File: config.mk
export PLATFORM = sky130hd
export DESIGN_NAME = rc_packet_to_serial_frame_core
export DESIGN_NICKNAME = d
export VERILOG_FILES = /design/src/rtl/rcf_pkg.sv /design/src/rtl/rcf_front.sv /design/src/rtl/rcf_back.sv /design/src/rtl/rc_packet_to_serial_frame_core.sv
export SDC_FILE = /design/constraint.sdc
export NUM_CORES = 1
export LEC_CHECK = 0
export BUFFER_PORTS_ARGS = -buffer_cell sky130_fd_sc_hd__buf_2
export CELL_PAD_IN_SITES_DETAIL_PLACEMENT = 1
export CELL_PAD_IN_SITES_GLOBAL_PLACEMENT = 1
export CORE_MARGIN = 3
export CORE_UTILIZATION = 52
export CTS_BUF_LIST = sky130_fd_sc_hd__clkbuf_16
export CTS_CLUSTER_SIZE = 40
export DETAILED_ROUTE_END_ITERATION = 10
export GPL_TIMING_DRIVEN = 0
export HOLD_SLACK_MARGIN = 0.06
export PLACE_DENSITY = 0.81
export SLEW_MARGIN = 20
export SYNTH_ARGS = -nofsm -noshare
export SYNTH_HDL_FRONTEND = slang
export SYNTH_HIERARCHICAL = 1
export SYNTH_SLANG_ARGS = --single-unit
File: constraint.sdc
create_clock -name clk -period 11.7 [get_ports clk]
set_input_delay 3.51 -clock clk [delete_from_list [all_inputs] [get_ports clk]]
set_output_delay 3.51 -clock clk [all_outputs]
set_load 0.02 [all_outputs]
File: src/rtl/rcf_pkg.sv
// Shared types and constants for the RC packet to serial frame encoder.
package rcf_pkg;

  typedef struct packed {
    logic [7:0] data_byte;
    logic       packet_start;
  } in_item_t;

  typedef struct packed {
    logic [7:0] out_byte;
    logic       out_last;
    logic       status;
  } out_item_t;

  typedef enum logic [1:0] {
    PROTO_MSPV1 = 2'd0,
    PROTO_MSPV2 = 2'd1,
    PROTO_SUMD  = 2'd2,
    PROTO_NONE  = 2'd3
  } proto_t;

  localparam logic [1:0] REG_OUT_PROTOCOL   = 2'd0;
  localparam logic [1:0] REG_SUMD_SCALE     = 2'd1;
  localparam logic [1:0] REG_CHANNEL_OFFSET = 2'd2;
  localparam logic [1:0] REG_LINK_CRC_POLY  = 2'd3;

  localparam logic [7:0] SUMD_HDR0   = 8'ha8;
  localparam logic [7:0] SUMD_HDR1   = 8'h01;
  localparam logic [7:0] SUMD_NCH    = 8'h0c;
  localparam logic [7:0] MSP_DOLLAR  = 8'h24;
  localparam logic [7:0] MSP_V1_M    = 8'h4d;
  localparam logic [7:0] MSP_V2_X    = 8'h58;
  localparam logic [7:0] MSP_DIR     = 8'h3c;
  localparam logic [7:0] MSP_CMD_RC  = 8'hc8;
  localparam logic [7:0] MSP_PAYLOAD = 8'h18;
  localparam logic [7:0] DVB_S2_POLY = 8'hd5;
  localparam logic [15:0] CCITT_POLY = 16'h1021;

  // Job handed from the front end to the frame builder.
  typedef struct packed {
    logic       err;
    logic [1:0] proto;
  } job_t;

  typedef enum logic [1:0] {
    BK_IDLE  = 2'd0,
    BK_LOAD  = 2'd1,
    BK_EMIT  = 2'd2
  } bk_state_t;

  function automatic logic [7:0] crc8_step(input logic [7:0] crc, input logic [7:0] b,
                                           input logic [7:0] poly);
    logic [7:0] x;
    x = crc ^ b;
    for (int i = 0; i < 8; i++) begin
      x = x[7] ? ({x[6:0], 1'b0} ^ poly) : {x[6:0], 1'b0};
    end
    return x;
  endfunction

  function automatic logic [15:0] crc16_step(input logic [15:0] crc, input logic [7:0] b);
    logic [15:0] x;
    x = crc ^ {b, 8'h00};
    for (int i = 0; i < 8; i++) begin
      x = x[15] ? ({x[14:0], 1'b0} ^ CCITT_POLY) : {x[14:0], 1'b0};
    end
    return x;
  endfunction

endpackage

File: src/rtl/rcf_front.sv
// Front end: stores bytes, runs link CRC; job on byte 15 unless CRC ok and NONE.
module rcf_front (
  input  logic               clk,
  input  logic               rst_n,
  input  logic               in_valid,
  output logic               in_stall,
  input  rcf_pkg::in_item_t  in_data,
  input  logic [7:0]         poly,
  input  logic [1:0]         proto,
  output logic               job_valid,
  input  logic               job_take,
  output rcf_pkg::job_t      job,
  input  logic [3:0]         rd_addr,
  output logic [7:0]         rd_data
);

  logic [7:0] mem [16];
  logic [3:0] cnt_r, cnt_nxt;
  logic [7:0] crc_r, crc_nxt;
  logic       q_full_r;
  rcf_pkg::job_t q_r;
  logic [3:0] pos;
  logic       acc;

  // The one-entry queue holds a job while the builder still reads the store,
  // so a new packet is held off until the job is taken.
  assign in_stall = q_full_r;
  assign acc      = in_valid && !in_stall;
  assign pos      = in_data.packet_start ? 4'd0 : cnt_r;

  always_comb begin
    cnt_nxt = pos + 4'd1;
    crc_nxt = rcf_pkg::crc8_step((pos == 4'd0) ? 8'd0 : crc_r, in_data.data_byte, poly);
  end

  always_ff @(posedge clk) begin
    if (acc) begin
      mem[pos] <= in_data.data_byte;
    end
    rd_data <= mem[rd_addr];
  end

  always_ff @(posedge clk) begin
    if (!rst_n) begin
      cnt_r    <= '0;
      crc_r    <= '0;
      q_full_r <= 1'b0;
    end else begin
      if (job_take) begin
        q_full_r <= 1'b0;
      end
      if (acc) begin
        cnt_r <= cnt_nxt;
        if (pos != 4'd15) begin
          crc_r <= crc_nxt;
        end else if (crc_r != in_data.data_byte
                     || proto != rcf_pkg::PROTO_NONE) begin
          q_full_r <= 1'b1;
        end
      end
    end
  end

  always_ff @(posedge clk) begin
    if (acc && pos == 4'd15) begin
      q_r.err   <= (crc_r != in_data.data_byte);
      q_r.proto <= proto;
    end
  end

  assign job_valid = q_full_r;
  assign job       = q_r;

endmodule

File: src/rtl/rcf_back.sv
// Back end: unpacks channels; emits the chosen frame one byte per unstalled cycle.
module rcf_back (
  input  logic               clk,
  input  logic               rst_n,
  input  logic               job_valid,
  output logic               job_take,
  input  rcf_pkg::job_t      job,
  output logic [3:0]         rd_addr,
  input  logic [7:0]         rd_data,
  input  logic [5:0]         scale,
  input  logic [9:0]         offset,
  output logic               out_valid,
  input  logic               out_stall,
  output rcf_pkg::out_item_t out_data
);

  rcf_pkg::bk_state_t st_r, st_nxt;
  logic [4:0]  ld_r;          // load step: issues read ld_r, captures ld_r-1
  logic [119:0] bits_r;       // 15 packet bytes, little-endian bit stream
  logic [5:0]  idx_r;         // frame byte index
  logic [1:0]  proto_r;
  logic        err_r;
  logic [7:0]  x_r;           // running XOR or CRC-8
  logic [15:0] c16_r;
  logic        ov_r;
  rcf_pkg::out_item_t o_r;

  logic [5:0]  n_last;
  logic [3:0]  ch_idx;
  logic [9:0]  raw;
  logic [15:0] ch;
  logic [21:0] prod;
  logic [15:0] sv;
  logic [7:0]  b;
  logic        ch_lo;
  logic        push;

  assign push = (st_r == rcf_pkg::BK_EMIT) && (!ov_r || !out_stall);

  always_comb begin
    unique case (proto_r)
      rcf_pkg::PROTO_MSPV1: n_last = 6'd29;
      rcf_pkg::PROTO_MSPV2: n_last = 6'd32;
      default:              n_last = 6'd28;
    endcase
  end

  // Channel select for the current frame byte.
  always_comb begin
    logic [5:0] rel;
    unique case (proto_r)
      rcf_pkg::PROTO_MSPV1: rel = idx_r - 6'd5;
      rcf_pkg::PROTO_MSPV2: rel = idx_r - 6'd8;
      default:              rel = idx_r - 6'd3;
    endcase
    ch_idx = rel[4:1];
    ch_lo  = !rel[0];
    raw    = bits_r[ch_idx * 10 +: 10];
    ch     = {6'd0, raw} + {6'd0, offset};
    prod   = ch * scale;
    sv     = prod[15:0];
  end

  always_comb begin
    b = 8'd0;
    unique case (proto_r)
      rcf_pkg::PROTO_MSPV1: begin
        priority case (1'b1)
          idx_r == 6'd0: b = rcf_pkg::MSP_DOLLAR;
          idx_r == 6'd1: b = rcf_pkg::MSP_V1_M;
          idx_r == 6'd2: b = rcf_pkg::MSP_DIR;
          idx_r == 6'd3: b = rcf_pkg::MSP_PAYLOAD;
          idx_r == 6'd4: b = rcf_pkg::MSP_CMD_RC;
          idx_r == 6'd29: b = x_r;
          default: b = ch_lo ? ch[7:0] : ch[15:8];
        endcase
      end
      rcf_pkg::PROTO_MSPV2: begin
        priority case (1'b1)
          idx_r == 6'd0: b = rcf_pkg::MSP_DOLLAR;
          idx_r == 6'd1: b = rcf_pkg::MSP_V2_X;
          idx_r == 6'd2: b = rcf_pkg::MSP_DIR;
          idx_r == 6'd4: b = rcf_pkg::MSP_CMD_RC;
          idx_r == 6'd6: b = rcf_pkg::MSP_PAYLOAD;
          idx_r < 6'd8:  b = 8'd0;
          idx_r == 6'd32: b = x_r;
          default: b = ch_lo ? ch[7:0] : ch[15:8];
        endcase
      end
      default: begin
        priority case (1'b1)
          idx_r == 6'd0: b = rcf_pkg::SUMD_HDR0;
          idx_r == 6'd1: b = rcf_pkg::SUMD_HDR1;
          idx_r == 6'd2: b = rcf_pkg::SUMD_NCH;
          idx_r == 6'd27: b = c16_r[15:8];
          idx_r == 6'd28: b = c16_r[7:0];
          default: b = ch_lo ? sv[15:8] : sv[7:0];
        endcase
      end
    endcase
  end

  always_comb begin
    st_nxt = st_r;
    unique case (st_r)
      rcf_pkg::BK_IDLE: if (job_valid) st_nxt = rcf_pkg::BK_LOAD;
      rcf_pkg::BK_LOAD: if (ld_r == 5'd15) st_nxt = rcf_pkg::BK_EMIT;
      rcf_pkg::BK_EMIT: if (push && (err_r || idx_r == n_last)) st_nxt = rcf_pkg::BK_IDLE;
      default: st_nxt = rcf_pkg::BK_IDLE;
    endcase
  end

  always_comb begin
    job_take = (st_r == rcf_pkg::BK_LOAD) && (ld_r == 5'd15);
    rd_addr  = ld_r[3:0];
  end

  always_ff @(posedge clk) begin
    if (!rst_n) begin
      st_r <= rcf_pkg::BK_IDLE;
      ov_r <= 1'b0;
    end else begin
      st_r <= st_nxt;
      if (push) begin
        ov_r <= 1'b1;
      end else if (!out_stall) begin
        ov_r <= 1'b0;
      end
    end
  end

  always_ff @(posedge clk) begin
    if (st_r == rcf_pkg::BK_IDLE) begin
      ld_r    <= '0;
      idx_r   <= '0;
      x_r     <= '0;
      c16_r   <= '0;
      proto_r <= job.proto;
      err_r   <= job.err;
    end else if (st_r == rcf_pkg::BK_LOAD) begin
      ld_r <= ld_r + 5'd1;
      if (ld_r != 5'd0) begin
        bits_r <= {rd_data, bits_r[119:8]};
      end
    end
    if (push) begin
      idx_r <= idx_r + 6'd1;
      if (proto_r == rcf_pkg::PROTO_MSPV1 && idx_r >= 6'd3) x_r <= x_r ^ b;
      if (proto_r == rcf_pkg::PROTO_MSPV2 && idx_r >= 6'd3)
        x_r <= rcf_pkg::crc8_step(x_r, b, rcf_pkg::DVB_S2_POLY);
      // The SUMD CRC covers bytes 0..26 only; it must hold while its two bytes go out.
      if (idx_r < 6'd27) c16_r <= rcf_pkg::crc16_step(c16_r, b);
      o_r.out_byte <= err_r ? 8'd0 : b;
      o_r.out_last <= err_r || (idx_r == n_last);
      o_r.status   <= err_r;
    end
  end

  assign out_valid = ov_r;
  assign out_data  = o_r;

endmodule

File: src/rtl/rc_packet_to_serial_frame_core.sv
// Top level of the RC packet to serial frame encoder.
// One packet byte is taken per cycle while in_stall is low; bytes 0..14 give no
// output. On byte 15 the front end checks the link CRC-8 and queues a job, unless
// the CRC matches and the protocol is NONE; the back end reads the 15 stored bytes
// through the packet store's single read port and then emits one frame byte per
// unstalled cycle: 30 (MSPv1), 33 (MSPv2) or 29 (SUMD), or one error item on a
// CRC mismatch. The input is held off after byte 15 until the back end has loaded
// the bytes; the next packet's job then waits for the frame to finish.
module rc_packet_to_serial_frame_core (
  input  logic               clk,
  input  logic               rst_n,
  input  logic               in_valid,
  output logic               in_stall,
  input  rcf_pkg::in_item_t  in_data,
  output logic               out_valid,
  input  logic               out_stall,
  output rcf_pkg::out_item_t out_data,
  input  logic               cfg_valid,
  output logic               cfg_ready,
  input  logic [1:0]         cfg_index,
  input  logic [31:0]        cfg_wdata
);

  logic [1:0] proto_r;
  logic [5:0] scale_r;
  logic [9:0] offset_r;
  logic [7:0] poly_r;
  logic       job_valid, job_take;
  rcf_pkg::job_t job;
  logic [3:0] rd_addr;
  logic [7:0] rd_data;

  assign cfg_ready = 1'b1;

  always_ff @(posedge clk) begin
    if (!rst_n) begin
      proto_r  <= rcf_pkg::PROTO_MSPV1;
      scale_r  <= 6'd8;
      offset_r <= 10'd1000;
      poly_r   <= 8'd213;
    end else if (cfg_valid) begin
      unique case (cfg_index)
        rcf_pkg::REG_OUT_PROTOCOL:   proto_r  <= cfg_wdata[1:0];
        rcf_pkg::REG_SUMD_SCALE:     scale_r  <= cfg_wdata[5:0];
        rcf_pkg::REG_CHANNEL_OFFSET: offset_r <= cfg_wdata[9:0];
        default:                     poly_r   <= cfg_wdata[7:0];
      endcase
    end
  end

  rcf_front u_front (
    .clk, .rst_n, .in_valid, .in_stall, .in_data,
    .poly(poly_r), .proto(proto_r),
    .job_valid, .job_take, .job, .rd_addr, .rd_data
  );

  rcf_back u_back (
    .clk, .rst_n, .job_valid, .job_take, .job, .rd_addr, .rd_data,
    .scale(scale_r), .offset(offset_r),
    .out_valid, .out_stall, .out_data
  );

  a_take_needs_job: assert property (@(posedge clk) disable iff (!rst_n)
    job_take |-> job_valid) else $error("job taken with empty queue");
  a_err_single: assert property (@(posedge clk) disable iff (!rst_n)
    (out_valid && out_data.status) |-> (out_data.out_last && out_data.out_byte == 8'd0))
    else $error("error item malformed");
  a_out_hold: assert property (@(posedge clk) disable iff (!rst_n)
    (out_valid && out_stall) |=> (out_valid && $stable(out_data)))
    else $error("stalled result changed");

endmodule
* Word-level counts from Yosys, hierarchy flattened *
Memories as Yosys holds them, arrays and structs flattened. A register that Yosys moved wholly into a read port is not among the register bits.
Cells that the tools add are included.

storage, ports and cells
  register bits = 213
  RAM bits = 128
  input bits = 48
  output and inout port bits = 13
  word-level logic and storage cells = 186
  memories kept = 1

cells by class
  $add $sub $neg = 7
  $mul = 2
  magnitude comparators = 3
  eq/ne operators = 24
  shift-type cells = 1
  mux-type cells = 70
  bitwise gates (word level) = 29
  reduce and logical (&&, ||, !) cells = 28

memories
  memory       words  width  rd ports  clocked after Yosys merged registers in  write ports  RTL line         text
  u_front.mem  16     8      1         1                                        1            rcf_front.sv:17  logic [7:0] mem [16];

operators by type and width
  operator                                                               number
  8-bit 2-to-1 mux                                                       41
  120-bit by 9-bit variable part select with 10-bit output               1
  13-bit 2-to-1 mux                                                      8
  8-bit XOR                                                              10
  16-bit 2-to-1 mux                                                      3
  5-bit NOT                                                              8
  3-bit NOT                                                              8
  6-bit by 5-bit equality test with 1-bit output, second input constant  3
  16-bit by 6-bit multiplier with 16-bit output                          1
  8-bit case mux with 2 select lines                                     1
  16-bit XOR                                                             1
  6-bit by 2-bit equality test with 1-bit output, second input constant  2
  6-bit by 3-bit equality test with 1-bit output, second input constant  2
  6-bit 2-to-1 mux                                                       2
  6-bit case mux with 2 select lines                                     1
  10-bit by 10-bit adder with 11-bit output                              1
  5-bit case mux with 2 select lines                                     1
  2-bit AND reduction                                                    5
  1-bit 2-to-1 mux                                                       8
  8-bit != test                                                          1
  1-bit logical AND                                                      7
  4-bit by 3-bit multiplier with 7-bit output, second input constant     1
  6-bit by 1-bit adder with 6-bit output, second input constant          1
  2-bit by 1-bit equality test with 1-bit output, second input constant  3
  30 further kinds                                                       44

* Logic depth before layout (Yosys ltp) *
  depth after elaboration = 33
  gate-level depth with buffers = 38
  depth with buffers taken out = 35

* Cells and area by module *
The synthesis kept the hierarchy.

modules (own cells, without submodules)
  module                          instances  cells an instance  area each (sq um)  seq. area each (sq um)
  rcf_back                        1          1013               11295.8            4814.6
  rcf_front                       1          616                8037.7             4354.2
  rc_packet_to_serial_frame_core  1          109                1107.3             520.5

* Worst setup path after synthesis *
Ideal clock, no wire load.

  path kind = reg2reg
  start = reg u_back.proto_r[1]
  end = reg u_back.x_r[3]
  setup time = 0.127 ns
  arrival time = 9.773 ns
  required time = 11.573 ns
  setup slack = 1.800 ns
  stages on the path, launching flop included = 36
  buffers on the path = 4
  clock period less this slack = 9.900 ns
  path through = edfxtp_1 buf_6 or2_2 clkbuf_1 fa_1 nor2_1 a21o_1 clkbuf_1 buf_1 mux4_2 mux2i_1 o21ai_0 ha_1 fa_1 and3_1 or2_2 or4_1 nand3_1 and2_1 fa_1 fa_1 inv_1 fa_1 inv_1 ha_1 or3_1 a21oi_1 a31oi_1 or4_1 nand3_2 a211oi_1 or2_4 xnor3_1 xor3_2 and3_1 or3_1

on the way
  word-level cells in the longest chain between the ends = 29
  elaborated cells on any way between the ends = 49
  classes of those cells = 1 x add/sub; 2 x mul; 1 x eq/ne; 1 x shift; 33 x mux; 8 x bitwise; 3 x reduce/logical

ends and longest elaborated chain
  element                                                                                 RTL line         text
  start: declaration                                                                      rcf_back.sv:21   logic [1:0] proto_r;
  start signal: assignment                                                                rcf_back.sv:138  proto_r <= job.proto;
  branches (longest 27 deep; another with 16-bit by 6-bit multiplier with 16-bit output)  --
  8-bit 2-to-1 mux *                                                                      rcf_back.sv:149  if (proto_r == rcf_pkg::PROTO_MSPV2 && idx_r >= 6'd3)
  8-bit 2-to-1 mux *                                                                      rcf_back.sv:146  if (push) begin
  end signal: assignment                                                                  rcf_back.sv:148  if (proto_r == rcf_pkg::PROTO_MSPV1 && idx_r >= 6'd3) x_r <= x_r ^ b;
  end signal: assignment                                                                  rcf_back.sv:150  x_r <= rcf_pkg::crc8_step(x_r, b, rcf_pkg::DVB_S2_POLY);
  end: declaration                                                                        rcf_back.sv:23   logic [7:0] x_r;

Mark *: on every way between the ends.
A chain may end at the register's enable or synchronous reset.

* Worst setup path in the final report *
Ends and elaborated chain as after synthesis.

==> flow_summary.toml <==
[timing]
holdWs_ns = 0.411
maxSlewHeadroom_pct = 31.7
fin_crit_sh_pct = 98.8
fmax_mhz = 86.5
setup_viol = 0
slew_viol_final = 0
fin_crit_ns = 11.56
worst_slew_pin_slew_ns = 1.02
skew_ns = 0.0131
hold_violations = 0
setup_ws_ns = 0.144

[synth]
ys_seq_area_share_pct = 47.4
syn_nets = 1873
synth_seq_cells = 349
synth_area_per_cell_um2 = 11.8
synth.area.top_cells = "edfxtp_1 40%, dfxtp_1 7.7%, mux4_2 7.7%"
synth_edf_count = 270
synth_area_mm2 = 0.0204
yosys-top-cells-count = "270 x edfxtp_1, 116 x nand2_1, 103 x o21ai_0"
synth_top_flop_cell = "edfxtp_1"
async_reset_ff_share_pct = 0
netlist_instances = 1738
ys_types = 109
yosysTopAreaCell = "edfxtp_1"
post-synth-top-count-cell = "edfxtp_1"
yosysTopAreaCellShare_pct = 39.7
yosysWarnings = 6

[routing]
routedWlPerCell_um = 26.1
wl_met2_um = 30700
routed-wl-met3_um = 3680
route.detailed.drc = 0
drt-initial-drc-count = 1537
drt-total-wl_um = 61500
ant_nets = 0
met1Wirelength_um = 23800
maxUsedRoutingLayer = "met4"
viasPerCell = 6.52
firstDrtPassIters = 6
vias = 15400

[die]
coreArea_mm2 = 0.0382
rows = 71
start_util_pct = 53.5
ioPinCount = 61
dieArea_mm2 = 0.0417
fp.dieH_um = 204
fp.dieW_um = 204

[critical_path]
cp_data_arrival_time_ns = 11.97
max_stage_delay_ns = 0.66
ff2ff_path_depth = 36
reg2reg_to = "u_back/x_r[3]"
endpoint = "u_back/x_r[3]"
critical_path_class = "register to register"
r2r_setup_slack_ns = 0.14
worstReg2RegStart = "u_back/proto_r[1]"
cp-startpoint = "u_back/proto_r[1]"
end_kind = "register"
worstPathMaxFanout = 10
cpMaxStageDelayCell = "o21ai_0"
required_ns = 12.11
cp-start-kind = "register"

[clock_tree]
h-tree-depth = 2
clockRootBuffer = "clkbuf_16"
postCtsHoldBufs = 0
clkLatencyLatePin_ns = 0.55
cts_buffers = 37
cts_buffer_depth = 3
clk_pin_slew_ns = 0.06
cts_tree = "done"
cts_sinks = 349

[power]
p_total_w = 0.00308
power_per_cell_area_mw_per_mm2 = 136
leakage_nw = 8.34
ir_drop_mv = 0.147

[cells_and_area]
diodes = 0
instances_no_fill = 2359
register_area_mm2 = 0.00969
finish.net_count = 1955
syn_to_final_growth_pct = 10.7
fin_util_pct = 59.2
drive_above_1_share_pct = 14.1
multi_input_area_mm2 = 0.00999
nFillCells = 3994

[global_routing]
grt_max_degree = 26
grt_pass1_wl_um = 95200
grt_pass1_vias = 16000
grt_usage_pct = 29.6
overflow = 0
antenna_found_initial = 0

[placement]
io_buffers = 37
place_ws_ns = -0.470
gp_congestion = 0.937
dpl.hpwl_um = 43800
placed_cells = 2291

[flow_run]
maxCapViolCount = 0

[min_path]
min_path_type = "register to register"

[outcome]
status = "completed"
layer usage:
metal / vias to the layer above / GRT usage, %
met4: 0 / 13.9
met5: - / 0
li1: 6720 / -
met1: 7816 / 37.7
met2: 664 / 50.8
met3: 188 / 3.47
repair_timing:
action	CTS	global route
setup buffers	0	2
endpoints found under the setup margin	9	7
pin swaps	0	1
resized for setup	6	9
how the worst min path moves through the flow:
| stage | startpoint | to | slack [ns] | depth (start not counted) |
|---|---|---|---|---|
| CTS | u_front/rd_data[0] | u_back/bits_r[112] | 0.42 | 0 |
| detailed placement | u_front/rd_data[0] | u_back/bits_r[112] | 0.39 | 0 |
| global placement | u_front/rd_data[3] | u_back/bits_r[115] | 0.39 | 0 |
| finish | u_front/rd_data[0] | u_back/bits_r[112] | 0.41 | 0 |
| floorplan | u_front/rd_data[0] | u_back/bits_r[112] | 0.39 | 0 |
| global route | u_front/rd_data[2] | u_back/bits_r[114] | 0.42 | 0 |
sequential cells by signal, summed over array words and instances (netlist names), 5 cells and up:
register,cells
u_back/bits_r,120
offset_r,10
u_back/out_data,10
u_front/crc_r,8
u_front/rd_data,8
u_front/mem,128
u_back/ld_r,5
u_back/c16_r,16
poly_r,8
scale_r,6
u_back/x_r,8
u_back/idx_r,6
through the flow:
step,cell area [µm²],TNS [ns]
6_report,22600,0
3_3_place_gp,21300,-0.108
3_5_place_dp,21400,-1.74
4_1_cts,22600,0
5_1_grt,22600,-0.0467
2_1_floorplan,20400,0
final cells by class:
type | count | share of cell area (%)
plain buffers | 96 | 2.11
clock buffers | 38 | 4.20
clock inverters | 29 | 0.885
inverters | 92 | 1.53
multi-input cells | 1200 | 44.1
flip-flops and latches | 349 | 42.8
well taps | 511 | 2.83
repair buffers | 44 | 1.49
power breakdown:
group          internal (W)  switching (W)  leakage [nW]
Combinational      0.000249       0.000348          4.63
Clock              0.000618       0.000500         0.597
Sequential          0.00134      0.0000175          3.11
Total               0.00221       0.000866          8.34
cells by family after synthesis:
kind of cell / share of synthesized area, %
simple gates: 13.1
compound gates: 13.0
flops: 47.4
buf+inv: 4.00
mux: 9.93
xor+xnor: 5.88
fa+ha+maj: 6.72
other cells: 0.0183
worst max-delay path, delay by kind of cell, from the launching register on:
family	cells	cell delay (ns)
buffers and inverters	6	1.39
adder cells (fa/ha/maj)	6	2.72
XOR/XNOR	3	1.41
AO/OA/AOI/OAI	9	2.68
AND/OR/NAND/NOR	9	2.39
flip-flops	1	0.35
multiplexers	3	0.48
layout by cell type (no fill, tap or decap), types with 14 or more instances in the layout:
master     instances
xnor2_1           48
fa_1              38
nand2_1          116
inv_1            101
dfxtp_1           79
buf_2             54
nand3_1           58
o21ai_0          103
nor2_1           100
o211ai_1          19
nand2b_1          17
clkbuf_16         38
mux2i_1           43
xor2_1            44
a211oi_1          23
nor3_1            25
mux4_2            70
nor2b_1           29
edfxtp_1         270
and2_1            53
clkbuf_1          52
ha_1              49
o31ai_1           14
nand4_1           20
a21oi_1           44
Note: power is estimated with default switching activity, not from simulation.
